===== src/design/ttv_pkg.sv =====
// Types and constants shared by the triangle tangent vector block.
`timescale 1ns / 1ps
package ttv_pkg;

    localparam int QUEUE_DEPTH = 2;
    localparam int ACC_W       = 67;
    localparam int DELTA_W     = 33;
    localparam int MAG_BITS    = 15;

    typedef struct packed {
        logic signed [31:0] pos_x;
        logic signed [31:0] pos_y;
        logic signed [31:0] pos_z;
        logic signed [31:0] tex_u;
        logic signed [31:0] tex_v;
    } vertex_t;

    typedef struct packed {
        logic signed [15:0] tangent_x;
        logic signed [15:0] tangent_y;
        logic signed [15:0] tangent_z;
        logic               last_of_triangle;
    } result_t;

    typedef struct packed {
        logic signed [DELTA_W-1:0] e1x;
        logic signed [DELTA_W-1:0] e1y;
        logic signed [DELTA_W-1:0] e1z;
        logic signed [DELTA_W-1:0] e2x;
        logic signed [DELTA_W-1:0] e2y;
        logic signed [DELTA_W-1:0] e2z;
        logic signed [DELTA_W-1:0] du1;
        logic signed [DELTA_W-1:0] dv1;
        logic signed [DELTA_W-1:0] du2;
        logic signed [DELTA_W-1:0] dv2;
    } tri_t;

    function automatic logic signed [DELTA_W-1:0] sdiff(input logic signed [31:0] a,
                                                      input logic signed [31:0] b);
        sdiff = {a[31], a} - {b[31], b};
    endfunction

endpackage


===== src/design/ttv_front.sv =====
// Front end: takes vertex words, holds the first two, forms edge and uv deltas.
`timescale 1ns / 1ps
module ttv_front (
    input  logic             aclk,
    input  logic             aresetn,
    input  logic             s_valid,
    output logic             s_ready,
    input  ttv_pkg::vertex_t s_vertex,
    input  logic             q_full,
    output logic             q_push,
    output ttv_pkg::tri_t    q_data
);
    import ttv_pkg::*;

    localparam logic [1:0] PH_FIRST  = 2'd0;
    localparam logic [1:0] PH_SECOND = 2'd1;
    localparam logic [1:0] PH_THIRD  = 2'd2;

    logic [1:0] phase_reg, phase_next;
    vertex_t    v0_reg, v1_reg;
    logic       accept;

    assign s_ready = (phase_reg != PH_THIRD) || !q_full;
    assign accept  = s_valid && s_ready;
    assign q_push  = accept && (phase_reg == PH_THIRD);

    always_comb begin
        q_data.e1x = sdiff(v1_reg.pos_x, v0_reg.pos_x);
        q_data.e1y = sdiff(v1_reg.pos_y, v0_reg.pos_y);
        q_data.e1z = sdiff(v1_reg.pos_z, v0_reg.pos_z);
        q_data.e2x = sdiff(s_vertex.pos_x, v0_reg.pos_x);
        q_data.e2y = sdiff(s_vertex.pos_y, v0_reg.pos_y);
        q_data.e2z = sdiff(s_vertex.pos_z, v0_reg.pos_z);
        q_data.du1 = sdiff(v1_reg.tex_u, v0_reg.tex_u);
        q_data.dv1 = sdiff(v1_reg.tex_v, v0_reg.tex_v);
        q_data.du2 = sdiff(s_vertex.tex_u, v0_reg.tex_u);
        q_data.dv2 = sdiff(s_vertex.tex_v, v0_reg.tex_v);
    end

    always_comb begin
        phase_next = phase_reg;
        if (accept) begin
            unique case (phase_reg)
                PH_SECOND: phase_next = PH_THIRD;
                PH_THIRD:  phase_next = PH_FIRST;
                default:   phase_next = PH_SECOND;
            endcase
        end
    end

    always_ff @(posedge aclk) begin
        if (!aresetn) begin
            phase_reg <= PH_FIRST;
        end else begin
            phase_reg <= phase_next;
        end
    end

    always_ff @(posedge aclk) begin
        if (!aresetn) begin
            v0_reg <= '0;
            v1_reg <= '0;
        end else if (accept) begin
            if (phase_reg == PH_SECOND) begin
                v1_reg <= s_vertex;
            end else if (phase_reg != PH_THIRD) begin
                v0_reg <= s_vertex;
            end
        end
    end

endmodule


===== config.mk =====
export PLATFORM = sky130hd
export DESIGN_NAME = ttv_front
export DESIGN_NICKNAME = d
export VERILOG_FILES = /design/src/design/ttv_pkg.sv /design/src/design/ttv_front.sv
export SDC_FILE = /design/constraint.sdc
export NUM_CORES = 1
export LEC_CHECK = 0
export BUFFER_PORTS_ARGS = -buffer_cell sky130_fd_sc_hd__buf_2
export CORE_MARGIN = 1.5
export CORE_UTILIZATION = 40
export DETAILED_ROUTE_END_ITERATION = 10
export PLACE_DENSITY_LB_ADDON = 0.05
export SLEW_MARGIN = 20
export SYNTH_ARGS = -nofsm -noshare
export SYNTH_HDL_FRONTEND = slang
export SYNTH_SLANG_ARGS = --single-unit

===== constraint.sdc =====
create_clock -name aclk -period 6.7 [get_ports aclk]
set_input_delay 0.335 -clock aclk [delete_from_list [all_inputs] [get_ports aclk]]
set_output_delay 0.335 -clock aclk [all_outputs]
set_load 0.1 [all_outputs]

==> flow_summary_export.csv <==
group,metric,value,unit
setup_path,path_common_cell,"a21oi_1",
synth,synth_edf_count,0,
clocking,postCtsResizedCells,0,
power,p_leak,14.3,nW
synth,synthSimpleGateAreaFrac,19.1,%
timing,hold_viol,0,
setup_path,cp_slowest_cell,"buf_2",
run,maxCapViolCount,0,
final_layout,syn_to_final_growth,17.2,%
timing,fin_crit_sh,76.5,%
drt,wl_per_cell,17.4,µm
clocking,cts_inserted_buffers,43,
clocking,root_buffer,"clkbuf_16",
synth,yosys.area_share.xor_xnor,8.68,%
setup_path,crit_family,"compound AO/OA/AOI/OAI gates",
clocking,clk_latency,0.57,ns
floorplan,die_w,265,µm
synth,synthFlopType,"dfxtp_1",
drt,drt_iter0_drc,1337,
timing,setup_viol,0,
drt,dr_total_vias,26000,
global_routing,antenna_found_initial,16,
timing,fin_crit,5.12,ns
synth,syn_area,0.0275,mm²
setup_path,crit_buf_inv,1,
synth,syn_inst,3662,
synth,synthMuxAreaShare,0,%
synth,ys_seq_area_share,23.5,%
power,p_switching,7.48,mW
synth,synth_top_family_by_area,"compound AO/OA/AOI/OAI gates",
timing,fin_tns_setup,0,ns
power,switching_share,59.7,%
power,p_clk_share,19.6,%
global_routing,overflow,0,
setup_path,start_kind,"flip-flop",
drt,first_pass_iters,5,
final_layout,nNetsFinal,4573,
synth,syn_avg_cell_area,7.50,µm²
drt,routed.top_layer,"met5",
floorplan,fp.coreArea,0.0675,mm²
power,p_comb_share,63.8,%
drt,wl_met1,40500,µm
setup_path,setup.worst_path.class,"flip-flop to output port",
placed_design,gp_congestion,0.919,
final_layout,drive_above_1_share,15.0,%
setup_path,cpPeakStageDelay,0.51,ns
drt,vias_per_cell,5.21,
global_routing,grt_use_total,23.7,%
setup_path,endpoint_kind,"output port",
floorplan,rows,95,
setup_path,worstPathArrival,4.79,ns
floorplan,pin_count,496,
drt,wl_met2,39100,µm
timing,rsz0062_at_grt,"no",
worst_hold_path,hold_class,"input pin to flip-flop",
synth,ys_types,78,
power,ir_drop,0.369,mV
power,internal_power,5.04,mW
synth,syn_nets,4158,
synth,synth_fa_ha_area_share,15.4,%
drt,met3_length,5110,µm
power,p_total,12.5,mW
timing,fmaxAchievable,195,MHz
drt,antenna_left,0,
setup_path,crit_fanout,3,
timing,clock_skew,0.00643,ns
global_routing,grt_pass1_wl,134000,µm
synth,ys_ff_latch,322,
floorplan,die_h,265,µm
placed_design,dp_cells,4904,
power,seq_power_share,16.6,%
final_layout,fin_cells,4993,
placed_design,io_buffers,495,
timing,tightest_slew,1.03,ns
placed_design,dpl_worst_slack,1.94,ns
synth,synth-compound-area-share,27.9,%
synth,yosys_warnings,0,
clocking,cts_tree,"yes",
setup_path,path_cells,"ha_1 -> fa_1 -> nand2b_1 -> a211oi_1 -> o31ai_1 -> a21oi_1 -> a21oi_1 -> o311ai_0 -> a21oi_1 -> o21ai_0 -> a21o_1 -> a21oi_1 -> xnor2_1 -> buf_2",
timing,final_max_slew_viol_count,0,
drt,post-route-drc-count,0,
placed_design,dp_hpwl,66300,µm
synth,async_reset_ff_share,0,%
global_routing,grt_max_degree,179,
clocking,cts_max_path_buffers,3,
clocking,clock_sinks,322,
global_routing,first_global_vias,24700,
run_status,status,"finished clean",
clocking,h-tree-depth,2,
timing,slew_headroom,31.7,%
floorplan,initial_core_util,40.7,%
drt,routed_wl,86800,µm
floorplan,die_area,0.0702,mm²
power,pwr_density_cell,389,mW/mm²
setup_path,worstPathRequired,6.36,ns
timing,worst_slack,1.58,ns
clocking,cts.clk_slew.worst_paths,0.06,ns
path summary, 6_finish.rpt:
path	slack [ns]	end	cells past startpoint	from
hold reg to reg	0.46	v0_reg[107]	2	v0_reg[107]
hold / removal	0.04	v0_reg[12]	3	s_vertex[12]
setup / recovery	1.58	q_data[228]	14	v0_reg[128]
setup reg to reg	3.87	v1_reg[135]	7	phase_reg[0]
tightest hold or removal path, cell delays in order:
cell and delay, ns:
buf_2 0.11, nand2_1 0.05, a21boi_0 0.06
power groups by stage:
stage / clock network, mW / registers, mW / logic (mW)
floorplan: 0 / 2.11 / 6.62
global placement: 0 / 2.12 / 8.00
detailed placement: 0 / 2.12 / 7.98
CTS: 2.53 / 2.08 / 8.00
global route: 2.60 / 2.09 / 8.34
finish: 2.45 / 2.08 / 7.99
routing by layer:
| layer | track usage [%] | vias up |
|---|---|---|
| met5 | 0 | - |
| met4 | 7.15 | 12 |
| met3 | 4.58 | 117 |
| met2 | 38.8 | 539 |
| met1 | 31.3 | 11900 |
| li1 | - | 13500 |
area by class of cell:
cell class / count / area (µm²)
tap: 873 / 1090
multi-input combinational: 2942 / 19500
sequential: 322 / 6450
clock buffer: 55 / 1200
timing repair buffer: 504 / 2580
inverter: 264 / 991
fill: 7047 / 35300
clock inverter: 22 / 292
antenna: 11 / 27.5
synthesized netlist by cell type (21+ instances only):
cell type | count | area, µm²
nor3_1 | 31 | 155
inv_1 | 264 | 991
dfxtp_1 | 322 | 6450
and3_1 | 32 | 200
a21oi_1 | 256 | 1280
xor2_1 | 81 | 709
a21o_1 | 156 | 1170
nor2b_1 | 58 | 363
nand2b_1 | 43 | 269
a21boi_0 | 330 | 2480
o21a_1 | 47 | 353
ha_1 | 322 | 4030
clkbuf_1 | 132 | 495
nand3_1 | 52 | 260
nor2_1 | 143 | 537
o21ai_0 | 117 | 586
a211oi_1 | 21 | 158
nand4_1 | 25 | 156
a31oi_1 | 30 | 188
nand2_1 | 770 | 2890
xnor2_1 | 191 | 1670
o21bai_1 | 29 | 218
placed cells by master (no fill, tap or decap), types with 7 or more instances in the layout:
| master | Yosys | final |
|---|---|---|
| nor2_1 | 143 | 143 |
| fa_1 | 10 | 10 |
| a31oi_1 | 30 | 30 |
| o21ai_1 | 14 | 14 |
| a21oi_1 | 256 | 256 |
| o21ai_0 | 117 | 117 |
| a211oi_1 | 21 | 21 |
| clkbuf_8 | 0 | 9 |
| xor2_1 | 81 | 81 |
| nand3b_1 | 7 | 7 |
| or2_2 | 8 | 8 |
| nand4_1 | 25 | 25 |
| nor2b_1 | 58 | 58 |
| a21o_1 | 156 | 156 |
| nor3_1 | 31 | 31 |
| o21bai_1 | 29 | 29 |
| o21a_1 | 47 | 47 |
| ha_1 | 322 | 322 |
| o31a_1 | 11 | 11 |
| clkbuf_16 | 0 | 43 |
| dfxtp_1 | 322 | 322 |
| o31ai_1 | 14 | 14 |
| nand2_1 | 770 | 769 |
| inv_1 | 264 | 264 |
| diode_2 | 0 | 11 |
| nand2b_1 | 43 | 43 |
| xnor2_1 | 191 | 191 |
| and2_1 | 12 | 11 |
| or3_1 | 14 | 14 |
| and3_1 | 32 | 31 |
| buf_2 | 1 | 494 |
| nand3_1 | 52 | 51 |
| o211ai_1 | 11 | 11 |
| o22ai_1 | 7 | 7 |
| a21boi_0 | 330 | 330 |
per-stage QoR:
| stage | hold WS, ns | area (µm²) | util [%] |
|---|---|---|---|
| CTS | 0.0000732 | 32100 | 47.6 |
| global route | 0.0270 | 32200 | 47.6 |
| floorplan | 0.443 | 27500 | - |
| global placement | 0.452 | 30600 | 45.4 |
| finish | 0.0383 | 32200 | 47.6 |
| detailed placement | 0.458 | 30600 | 45.4 |
repair_timing:
action                    CTS  global route
hold buffers                1             0
hold endpoints to repair    1             0
buffers inserted            0             0
logic make-up after synthesis:
| group | count (synthesis) |
|---|---|
| AND/OR/NAND/NOR | 1213 |
| AO/OA/AOI/OAI | 1125 |
| buffers and inverters | 398 |
| adder cells (fa/ha/maj) | 332 |
| flip-flops | 322 |
| XOR/XNOR | 272 |
Note: power is estimated with default switching activity, not from simulation.
