`config.mk`:
```
export PLATFORM = sky130hd
export DESIGN_NAME = ttv_fifo
export DESIGN_NICKNAME = d
export VERILOG_FILES = /design/src/design/ttv_pkg.sv /design/src/design/ttv_fifo.sv
export SDC_FILE = /design/constraint.sdc
export NUM_CORES = 1
export LEC_CHECK = 0
export BUFFER_PORTS_ARGS = -buffer_cell sky130_fd_sc_hd__buf_2
export CORE_AREA = 2 2 258 260
export CTS_CLUSTER_SIZE = 25
export DETAILED_ROUTE_END_ITERATION = 16
export DIE_AREA = 0 0 260 262
export SLEW_MARGIN = 5
export SYNTH_ARGS = -nofsm -noshare
export SYNTH_HDL_FRONTEND = slang
export SYNTH_SLANG_ARGS = --single-unit
```
`constraint.sdc`:
```
create_clock -name aclk -period 17.55 [get_ports aclk]
set_input_delay 0.8775 -clock aclk [delete_from_list [all_inputs] [get_ports aclk]]
set_output_delay 0.8775 -clock aclk [all_outputs]
set_load 0.005 [all_outputs]
```
`src/design/ttv_pkg.sv`:
```
// Types and constants shared by the triangle tangent vector block.
`timescale 1ns / 1ps
package ttv_pkg;

    localparam int QUEUE_DEPTH = 2;
    localparam int ACC_W       = 67;
    localparam int DELTA_W     = 33;
    localparam int MAG_BITS    = 15;

    typedef struct packed {
        logic signed [31:0] pos_x;
        logic signed [31:0] pos_y;
        logic signed [31:0] pos_z;
        logic signed [31:0] tex_u;
        logic signed [31:0] tex_v;
    } vertex_t;

    typedef struct packed {
        logic signed [15:0] tangent_x;
        logic signed [15:0] tangent_y;
        logic signed [15:0] tangent_z;
        logic               last_of_triangle;
    } result_t;

    typedef struct packed {
        logic signed [DELTA_W-1:0] e1x;
        logic signed [DELTA_W-1:0] e1y;
        logic signed [DELTA_W-1:0] e1z;
        logic signed [DELTA_W-1:0] e2x;
        logic signed [DELTA_W-1:0] e2y;
        logic signed [DELTA_W-1:0] e2z;
        logic signed [DELTA_W-1:0] du1;
        logic signed [DELTA_W-1:0] dv1;
        logic signed [DELTA_W-1:0] du2;
        logic signed [DELTA_W-1:0] dv2;
    } tri_t;

    function automatic logic signed [DELTA_W-1:0] sdiff(input logic signed [31:0] a,
                                                      input logic signed [31:0] b);
        sdiff = {a[31], a} - {b[31], b};
    endfunction

endpackage

```
`src/design/ttv_fifo.sv`:
```
// Short queue of triangle records between the front and back ends.
`timescale 1ns / 1ps
module ttv_fifo (
    input  logic          aclk,
    input  logic          aresetn,
    input  logic          push,
    input  ttv_pkg::tri_t push_data,
    output logic          full,
    input  logic          pop,
    output logic          not_empty,
    output ttv_pkg::tri_t head
);
    import ttv_pkg::*;

    localparam int PTR_W = (QUEUE_DEPTH > 1) ? $clog2(QUEUE_DEPTH) : 1;
    localparam int CNT_W = $clog2(QUEUE_DEPTH + 1);

    tri_t             mem_reg [QUEUE_DEPTH];
    logic [PTR_W-1:0] wr_ptr_reg, wr_ptr_next, rd_ptr_reg, rd_ptr_next;
    logic [CNT_W-1:0] count_reg, count_next;

    assign full      = (count_reg == CNT_W'(QUEUE_DEPTH));
    assign not_empty = (count_reg != '0);
    assign head      = mem_reg[rd_ptr_reg];

    always_comb begin
        wr_ptr_next = wr_ptr_reg;
        rd_ptr_next = rd_ptr_reg;
        count_next  = count_reg;
        if (push) begin
            wr_ptr_next = (wr_ptr_reg == PTR_W'(QUEUE_DEPTH - 1)) ? '0 : wr_ptr_reg + 1'b1;
        end
        if (pop) begin
            rd_ptr_next = (rd_ptr_reg == PTR_W'(QUEUE_DEPTH - 1)) ? '0 : rd_ptr_reg + 1'b1;
        end
        if (push && !pop) begin
            count_next = count_reg + 1'b1;
        end else if (pop && !push) begin
            count_next = count_reg - 1'b1;
        end
    end

    always_ff @(posedge aclk) begin
        if (!aresetn) begin
            wr_ptr_reg <= '0;
            rd_ptr_reg <= '0;
            count_reg  <= '0;
        end else begin
            wr_ptr_reg <= wr_ptr_next;
            rd_ptr_reg <= rd_ptr_next;
            count_reg  <= count_next;
        end
    end

    always_ff @(posedge aclk) begin
        if (push) begin
            mem_reg[wr_ptr_reg] <= push_data;
        end
    end

endmodule

```
==> results.md, run 1 <==
- Post-synth net total: 1384
- Mapped Cells: between 1000 and 1500
- CTS max path bufs: 3
- Total power: between 3 and 4 mW
- Met3 Use GR: 0.0601
- HPWL Detailed: around 41000 um
- Sw Ratio: 0.218
- Critical path arrival: ~4.8 ns
- Vias per Instance: 4.62
- Clk Latency, worst-skew pair: about 0.6 ns
- Core box area: around 0.065 mm2
- Yosys cell types: 18
- Combinational share of power: 0.103
- Total global routing overflow: 0
- # port buffers: 665
- Largest family of logic cells by synthesized area: multiplexers
- Stages on the worst setup path: 5
- Fin area: around 0.032 mm2
- Placed inst area: 0.0294 mm2
- Mean post-synth cell area: roughly 24 um2
- Clk root buf: clkbuf_16
- RR Endpoint: mem_reg[1][290]
- Clock sink count: between 600 and 700
- Antenna viol nets, final: 0
- Layout cells sized above 1: 0.610
- Post-Synthesis Cell Area: around 0.026 mm2
- Req. time, crit path: 16.67 ns
- Final worst path period need: roughly 5.7 ns
- Vert. Die Dim: between 200 and 300 um
- Mux contribution to synthesized area: 0.189
- FF+latch count, synth: roughly 670
- Clk pwr share: 0.389
- Slowest cell delay on critical path: approximately 1.1 ns
- Flop pwr share: 0.509
- GPL Wtd Cong: slightly above 0.8
- DR DRC count: 0
- Area delta synth->final: 24.0%
- Adder-Cell Fraction of Synth Area: 0.000489
- CTS Buf Count: between 70 and 80
- Flop2flop setup slack: between 10 and 15 ns
- CP Cell Sequence: buf_4, buf_4, buf_4, mux2_4, buf_2
- Largest register FFs: 660
- Final net count: roughly 2100
- Crit share post-route: 0.324
- Prevailing post-synth register cell: edfxtp_1
- Crit Path Class: register to output port
- Synth top area cells: edfxtp_1 (78%), mux2_4 (18%), buf_12 (2.6%)
- Sw power: ~0.80 mW
- GR Util met1: 0.169
- Crit path buf inv count: 4
- Static Leak: approximately 12 nW
- Setup Skew: roughly 0.014 ns
- Post-Route WL: 58100 um
- Gr usage total: 0.160
- Reg-to-reg startpoint: wr_ptr_reg
- CP Max Fanout: 59
- Leading area contributor after synthesis: edfxtp_1
- PostCTS Resize Cnt: 0
- Max-cap violations: 0
- H-tree depth: 3
- VDD IR max: about 80 uV
- Startpoint types: register
- Maximum clock frequency: ~180 MHz
- Met2 usage: 0.283
- Slew Limit Headroom: 0.165
- Post-CTS Hold Buffers: 0
- Worst slew pin tran: between 1 and 1.5 ns
- Rows: 94
- Seq/Total Area, Yosys: 0.779
- CP delay by family, top: buffers and inverters
- Fill count: 5538
- Post-synthesis xor/xnor area fraction: 0.00103
- EDFF count, synth: between 600 and 700
- Die Wd: approximately 260 um
- Worst r2r path cells: 4
- Wire length of the first global-routing pass: between 80000 and 90000 um
- IO Pins: around 670
- Number of global-route vias before repair: between 10000 and 15000
- Violation count after the first detailed-routing iteration: around 690
- Initial Util: 0.392
- Outcome: completed
- Layer with the highest usage: met2
- Initial antenna violation count: 22
- Yosys Warn Count: 0
- Cell-internal power: 2.87 mW
- Most common cell on crit path: buf_4
- Largest net degree at the start of global routing: 167
- CP max stage cell: dfxtp_4
- Crit. End Element: output port
- Total die area: a little under 0.07 mm2
- Hold Path Class: input pin to register
- Worst Setup EP: head[266]
- Hold Fails Final Rpt: 0
- Asr flop ratio synth: 0
- Via Count: approximately 12000
- RSZ-0062 raised after global routing: false
- Post-CTS Setup Inserts: 0
- Routed len/inst: around 22 um
- Synth Area in Compound Gates: 0.000783
- Setup-failing EPs final: 0
- CTS tree: yes
- Clk slew on worst S/H paths: about 0.060 ns
- Slew Viols, Final: 0
- Power Density: roughly 120 mW/mm2
- Synth Area in Simple Gates: 0.00220
- TritonRoute pass-1 iters: 4
- Setup tns final: 0 ns
- Post-synth top area share: 0.775
[per-layer routing]
metal / up-vias / share of wire
li1: 5651 / -
met4: 12 / 0.032
met2: 442 / 0.54
met5: - / 0.0015
met1: 6244 / 0.35
met3: 123 / 0.083
[power groups by stage]
| stage | Combinational [mW] | Sequential (mW) | Clock (mW) |
|---|---|---|---|
| final | 0.377 | 1.87 | 1.43 |
| after global routing | 0.404 | 1.88 | 1.53 |
| after CTS | 0.384 | 1.87 | 1.47 |
| after detailed placement | 0.383 | 1.90 | 0 |
| after global placement | 0.378 | 1.90 | 0 |
| after floorplan | 0.244 | 1.92 | 0 |
[kinds of logic (layout without fill, tap and decap cells)]
kind of cell,Yosys count,in the layout
flops,665,665
mux,330,330
buf+inv,38,804
simple gates,9,9
compound gates,3,3
xor+xnor,3,3
fa+ha+maj,1,1
other cells,0,19
[cell type report]
class	count	area, um2	share of cell area
Antenna cell	19	47.5	0.00150
Timing Repair Buffer	675	3440	0.109
Clock inverter	39	328	0.0103
Multi-Input combinational cell	346	4970	0.157
Tap cell	864	1080	0.0341
Sequential cell	665	19900	0.628
Inverter	1	3.75	0.000118
Clock buffer	89	1920	0.0605
[cell usage after synthesis, drive strengths merged (2+ instances only)]
cell and number:
buf 37, dfxtp 5, nor2b 3, xor2 2, mux2 330, and2 4, edfxtp 660
[metrics by stage]
stage / std cells / hold slack (ns) / utilization / setup slack, ns
after global routing: 2692 / 0.417 / 0.486 / 11.61
after global placement: 2551 / 0.487 / 0.451 / 12.52
after floorplan: 1049 / 0.468 / - / 1.30
after CTS: 2679 / 0.406 / 0.485 / 11.77
final: 2698 / 0.458 / 0.486 / 11.87
after detailed placement: 2551 / 0.511 / 0.451 / 12.43
[worst min path at each step]
stage                 endpoint  cells after the start           start
2_1_floorplan     count_reg[1]                      2    count_reg[1]
3_3_place_gp      count_reg[1]                      2    count_reg[1]
3_5_place_dp      count_reg[1]                      2    count_reg[1]
4_1_cts        mem_reg[0][154]                      1  push_data[154]
5_1_grt        mem_reg[0][154]                      1  push_data[154]
6_report       mem_reg[1][132]                      1  push_data[132]
[placed cells by master (no fill, tap or decap), drive strengths merged]
| cell | synthesis | layout |
|---|---|---|
| and2 | 4 | 4 |
| inv | 1 | 3 |
| o21ai | 1 | 1 |
| or3 | 1 | 1 |
| xor2 | 2 | 2 |
| nor2b | 3 | 3 |
| xnor2 | 1 | 1 |
| a21boi | 1 | 1 |
| or2 | 1 | 1 |
| ha | 1 | 1 |
| mux2 | 330 | 330 |
| diode | 0 | 19 |
| edfxtp | 660 | 660 |
| clkinv | 0 | 34 |
| o21a | 1 | 1 |
| dfxtp | 5 | 5 |
| bufinv | 0 | 3 |
| buf | 37 | 675 |
| clkbuf | 0 | 89 |
(Power assumes the default switching activity.)
==> run 2: changes to the inputs <==
Settings changed: CORE_AREA 2 2 258 260 to 2 2 256 258, DIE_AREA 0 0 260 262 to 0 0 258 260, PLACE_DENSITY set to 0.65.
Clock period 17.55 ns to 4.99 ns, I/O delays scaled along.
==> run 2 against run 1 <==
Non-clock buffer count rose by 347. Worst hold slack got worse by 0.25 ns. Clock skew increased by 0.0048 ns. Wire length rose by 1.8%. Combinational power rose to 4.2 times the previous value. Critical path depth down 2. Power rose to 3.5 times the previous value. Via count increased by 11%. Critical endpoint is now head[314]. Largest power group unchanged. Design area rose by 10%.
==> results.md, run 2 (same netlist as run 1, synthesis figures left out) <==
- Number of global-route vias before repair: 15112 (was 13188)
- Setup tns final: 0 ns (unchanged)
- Pre-CTS setup slack: 2.52 ns (was 12.43 ns)
- Largest register FFs: 660 (unchanged)
- RSZ-0062 raised after global routing: false (unchanged)
- Outcome: completed (unchanged)
- Via Count: 13856 (was 12472)
- Max-cap violations: 0 (unchanged)
- Most frequent cells in the layout: buf_2 (665), edfxtp_1 (660), dlygate4sd3_1 (333) (was buf_2 (665), edfxtp_1 (660), mux2_4 (300))
- Die Wd: 258 um (was 260 um)
- Sw power: 2.81 mW (was 0.802 mW)
- Req. time, crit path: 4.74 ns (was 16.67 ns)
- Clk slew on worst S/H paths: 0.06 ns (about the same)
- Largest net degree at the start of global routing: 103 (was 167)
- Clock sink count: 665 (unchanged)
- Clk root buf: clkbuf_16 (unchanged)
- TritonRoute pass-1 iters: 5 (was 4)
- Setup Skew: 0.0183 ns (was 0.0135 ns)
- Worst slew pin tran: 0.925 ns (was 1.25 ns)
- Flop pwr share: 0.506 (was 0.509)
- Post-CTS Setup Inserts: 0 (unchanged)
- CTS Buf Count: 70 (was 71)
- GPL Wtd Cong: 0.812 (was 0.822)
- CP delay by family, top: flip-flops (was buffers and inverters)
- IO Pins: 666 (unchanged)
- Combinational share of power: 0.122 (was 0.103)
- Wire length of the first global-routing pass: 87100 um (was 80200 um)
- Gr usage total: 0.170 (was 0.160)
- Slew Viols, Final: 0 (unchanged)
- Cell-internal power: 10.2 mW (was 2.87 mW)
- CP max stage cell: dfxtp_4 (unchanged)
- CTS max path bufs: 3 (unchanged)
- CP Max Fanout: 47 (was 59)
- Maximum clock frequency: 328 MHz
- Critical path arrival: 2.80 ns (was 4.80 ns)
- Crit Path Class: register to output port (unchanged)
- Sw Ratio: 0.217 (was 0.218)
- Initial Util: 0.399 (was 0.392)
- Routed len/inst: 19.6 um (was 21.5 um)
- Utilization after layout: 0.546 (was 0.486)
- Total power: 13.0 mW (was 3.67 mW)
- DR DRC count: 0 (unchanged)
- Violation count after the first detailed-routing iteration: 793 (was 685)
- Rows: 93 (was 94)
- VDD IR max: 290 uV (was 78.0 uV)
- # port buffers: 665 (unchanged)
- Startpoint types: register (unchanged)
- Post-Route WL: 59100 um (was 58100 um)
- Crit share post-route: 0.612
- Vias per Instance: 4.59 (was 4.62)
- Clk pwr share: 0.373 (was 0.389)
- Initial antenna violation count: 3 (was 22)
- Core box area: 0.0641 mm2 (was 0.0653 mm2)
- Vert. Die Dim: 260 um (was 262 um)
- CTS tree: yes (unchanged)
- HPWL Detailed: 39200 um (was 40600 um)
- Total die area: 0.0671 mm2 (was 0.0681 mm2)
- Static Leak: 13.9 nW (was 12.4 nW)
- Crit. End Element: output port (unchanged)
- Power Density: 370 mW/mm2 (was 116 mW/mm2)
- Hold Path Class: input pin to register (unchanged)
- Hold Fails Final Rpt: 0 (unchanged)
- Antenna viol nets, final: 0 (unchanged)
- Commonest non-fill, non-tap cell in the layout: buf_2 (unchanged)
- CP Cell Sequence: buf_4, mux2_2, buf_2 (was buf_4, buf_4, buf_4, mux2_4, buf_2)
- Setup-failing EPs final: 0 (unchanged)
- Slew Limit Headroom: 0.384 (was 0.165)
- Clk Latency, worst-skew pair: 0.58 ns (was 0.61 ns)
- Area delta synth->final: 37.0% (was 24.0%)
- H-tree depth: 3 (unchanged)
- Crit path buf inv count: 2 (was 4)
- Slowest cell delay on critical path: 0.94 ns (was 1.07 ns)
- Final worst setup slack: 1.94 ns (was 11.87 ns)
- Final net count: 2441 (was 2095)
- Final worst path period need: just over 3 ns
- Total global routing overflow: 0 (unchanged)
- Layout cells sized above 1: 0.517 (was 0.610)
- PostCTS Resize Cnt: 0 (unchanged)
run 2: final cells by class:
| class | count | area (um2) |
|---|---|---|
| Inverter | 1 | 3.75 |
| Timing Repair Buffer | 1022 | 6930 |
| Clock inverter | 33 | 272 |
| Antenna cell | 3 | 7.51 |
| Fill cell | 4974 | 29100 |
| Clock buffer | 91 | 1850 |
| Sequential cell | 665 | 19900 |
| Multi-Input combinational cell | 346 | 4970 |
| Tap cell | 855 | 1070 |
run 2: power groups by stage:
| stage | logic, mW | clock network (mW) | registers, mW |
|---|---|---|---|
| 6_report | 1.58 | 4.83 | 6.56 |
| 5_1_grt | 1.68 | 5.16 | 6.58 |
| 4_1_cts | 1.59 | 4.96 | 6.56 |
| 3_5_place_dp | 1.36 | 0 | 6.68 |
| 3_3_place_gp | 1.35 | 0 | 6.66 |
| 2_1_floorplan | 0.859 | 0 | 6.67 |
run 2: timing repair:
| item | in CTS | in global routing |
|---|---|---|
| hold endpoints to repair | 665 | 0 |
| endpoints found under the setup margin | 0 | 0 |
| hold buffers | 333 | 0 |
run 2: path summary, 6_finish.rpt:
check / start / end / slack (ns) / cells after the start
setup reg to reg: wr_ptr_reg / mem_reg[0][286] / 2.79 / 3
setup / recovery: register / head[314] / 1.94 / 3
hold / removal: push / mem_reg[0][152] / 0.21 / 2
hold reg to reg: count_reg[1] / count_reg[1] / 0.54 / 2
run 2: metal layers:
layer  wire (um)  track usage  up-vias
met1       21500        0.188     6889
met3        3530       0.0402      139
li1            -            -     6314
met5           0            0        -
met2       31600        0.311      514
met4        2420       0.0777        0
run 2: stage by stage:
stage	hold slack [ns]	area, um2	std cells
2_1_floorplan	0.348	25600	1049
3_3_place_gp	0.437	29600	2556
3_5_place_dp	0.441	29600	2556
4_1_cts	0.153	35000	3013
5_1_grt	0.187	35000	3016
6_report	0.209	35000	3016
==> run 3: changes to the inputs <==
Settings changed: CORE_AREA 2 2 256 258 to 2 2 258 260, DIE_AREA 0 0 258 260 to 0 0 260 262, PLACE_DENSITY 0.65 to unset.
Clock period 4.99 ns to 2.88 ns, I/O delays scaled along.
==> run 3 against run 2 <==
Combinational power increased by 77%. Power rose by 80%. Clock skew is 0.0017 ns lower. Critical path type unchanged. Largest power group unchanged. Wire length grew 3.9%. Die area increased by 1.6%. Final cell count increased by 1.2%. Critical endpoint is now head[149]. Critical path depth unchanged. Via count rose by 0.25%.
==> results.md, run 3 (same netlist as run 1, synthesis figures left out) <==
- Initial Util: 0.392 (was 0.399)
- Core box area: 0.0653 mm2 (was 0.0641 mm2)
- PostCTS Resize Cnt: 0 (unchanged)
- Utilization after layout: 0.544 (was 0.546)
- Clock sink count: 665 (unchanged)
- Static Leak: 14.1 nW (was 13.9 nW)
- Clk pwr share: 0.395 (was 0.373)
- Met2 WL: 32000 um (was 31600 um)
- Clk Latency, worst-skew pair: 0.60 ns (was 0.58 ns)
- Cell-internal power: 18.3 mW (was 10.2 mW)
- Sw Ratio: 0.217 (about the same)
- Crit Path Class: register to output port (unchanged)
- Setup tns final: 0 ns (unchanged)
- Setup Skew: 0.0167 ns (was 0.0183 ns)
- Final net count: 2455 (was 2441)
- Wire length of the first global-routing pass: 88100 um (was 87100 um)
- Sw power: 5.07 mW (was 2.81 mW)
- Crit. End Element: output port (unchanged)
- Commonest non-fill, non-tap cell in the layout: buf_2 (unchanged)
- CTS tree: yes (unchanged)
- Initial antenna violation count: 13 (was 3)
- TritonRoute pass-1 iters: 7 (was 5)
- Most frequent cells in the layout: buf_2 (665), edfxtp_1 (660), dlygate4sd3_1 (334) (was buf_2 (665), edfxtp_1 (660), dlygate4sd3_1 (333))
- Hold Path Class: input pin to register (unchanged)
- Fill count: 5130 (was 4974)
- Power Density: 658 mW/mm2 (was 370 mW/mm2)
- Total global routing overflow: 0 (unchanged)
- Layout cells sized above 1: 0.525 (was 0.517)
- # port buffers: 665 (unchanged)
- Vias per Instance: 4.55 (was 4.59)
- Die Wd: 260 um (was 258 um)
- Combinational share of power: 0.120 (was 0.122)
- Number of global-route vias before repair: 14998 (was 15112)
- Crit share post-route: 0.823
- Worst slew pin tran: 0.661 ns (was 0.925 ns)
- GPL Wtd Cong: 0.848 (was 0.812)
- Routed wl met3: 4470 um (was 3530 um)
- HPWL Detailed: 42100 um (was 39200 um)
- Area delta synth->final: 38.8% (was 37.0%)
- Slew Viols, Final: 0 (unchanged)
- Gr usage total: 0.172 (was 0.170)
- Largest net degree at the start of global routing: 111 (was 103)
- Slew Limit Headroom: 0.560 (was 0.384)
- Post-Route WL: 61400 um (was 59100 um)
- Critical path arrival: 2.23 ns (was 2.80 ns)
- Largest register FFs: 660 (unchanged)
- Req. time, crit path: 2.74 ns (was 4.74 ns)
- Startpoint types: register (unchanged)
- CTS Buf Count: 72 (was 70)
- Post-CTS Hold Buffers: 334 (was 333)
- RSZ-0062 raised after global routing: false (unchanged)
- Clk slew on worst S/H paths: 0.06 ns (about the same)
- Outcome: completed (unchanged)
- Via Count: 13891 (was 13856)
- Clk root buf: clkbuf_16 (unchanged)
- Final worst path period need: 2.37 ns
- Top sig layer: met5 (was met4)
- Violation count after the first detailed-routing iteration: 708 (was 793)
- VDD IR max: 456 uV (was 290 uV)
- Area of the multi-input gates: 0.00497 mm2 (unchanged)
- Post-CTS Setup Inserts: 0 (unchanged)
- DR DRC count: 0 (unchanged)
- Vert. Die Dim: 262 um (was 260 um)
- Flop pwr share: 0.485 (was 0.506)
- Hold Fails Final Rpt: 0 (unchanged)
- Total power: 23.4 mW (was 13.0 mW)
- IO Pins: 666 (unchanged)
- Setup-failing EPs final: 0 (unchanged)
- CTS max path bufs: 3 (unchanged)
- Total die area: 0.0681 mm2 (was 0.0671 mm2)
- WL met1: 22400 um (was 21500 um)
- H-tree depth: 3 (unchanged)
- Routed len/inst: 20.1 um (was 19.6 um)
- Maximum clock frequency: around 420 MHz
- FF+latch area: 0.0199 mm2 (unchanged)
- CP Max Fanout: 32 (was 47)
- Antenna viol nets, final: 0 (unchanged)
- Max-cap violations: 0 (unchanged)
- Rows: 94 (was 93)
-- run 3: changes by cell type in the layout (fill, tap and decap cells not counted), moves of 4 or more --
cell / previous run / this run
clkinv_1: 12 / 17
buf_4: 17 / 22
clkbuf_1: 20 / 7
bufinv_16: 3 / 8
clkbuf_16: 71 / 75
diode_2: 3 / 10
clkinv_2: 10 / 17
buf_12: 7 / 13
-- run 3: critical path: stages (launching register included) --
cell and delay, ns:
dfxtp_4 0.56, buf_4 0.55, mux2_4 0.35, buf_2 0.13
-- run 3: power by group through the flow --
stage               sequential (mW)  clock (mW)  combinational (mW)
finish                         11.3        9.23                2.80
CTS                            11.3        9.49                2.84
global placement               11.5           0                2.41
global route                   11.4        9.86                2.99
floorplan                      11.6           0                1.49
detailed placement             11.5           0                2.43
-- run 3: layer usage --
layer,vias up,GRT usage
met5,-,0
met4,10,0.0875
met3,148,0.0519
met2,496,0.303
met1,6866,0.189
li1,6371,-
-- run 3: stage by stage --
step	instance area (um2)	hold WS (ns)	std cells	worst slack (ns)
2_1_floorplan	25600	0.243	1049	-2.74
3_3_place_gp	29700	0.331	2576	1.08
3_5_place_dp	29700	0.335	2576	1.09
4_1_cts	35500	0.216	3041	0.449
5_1_grt	35500	0.239	3048	0.404
6_report	35500	0.266	3051	0.510
-- run 3: final timing paths --
path	startpoint	to	slack, ns	cells after the start
worst max-delay path	register	head[149]	0.51	3
worst min-delay path	push_data[317]	mem_reg[0][317]	0.27	2
worst min register to register	count_reg[1]	count_reg[1]	0.51	2
worst max register to register	wr_ptr_reg	mem_reg[1][136]	1.14	2
-- run 3: final cells by class --
cell class              count  area share
diodes                     10    0.000705
clock buffers              82      0.0536
clock inverters            49      0.0137
inverters                   1    0.000106
multi-input cells         346       0.140
flip-flops and latches    665       0.561
well taps                 864      0.0305
repair buffers           1034       0.200
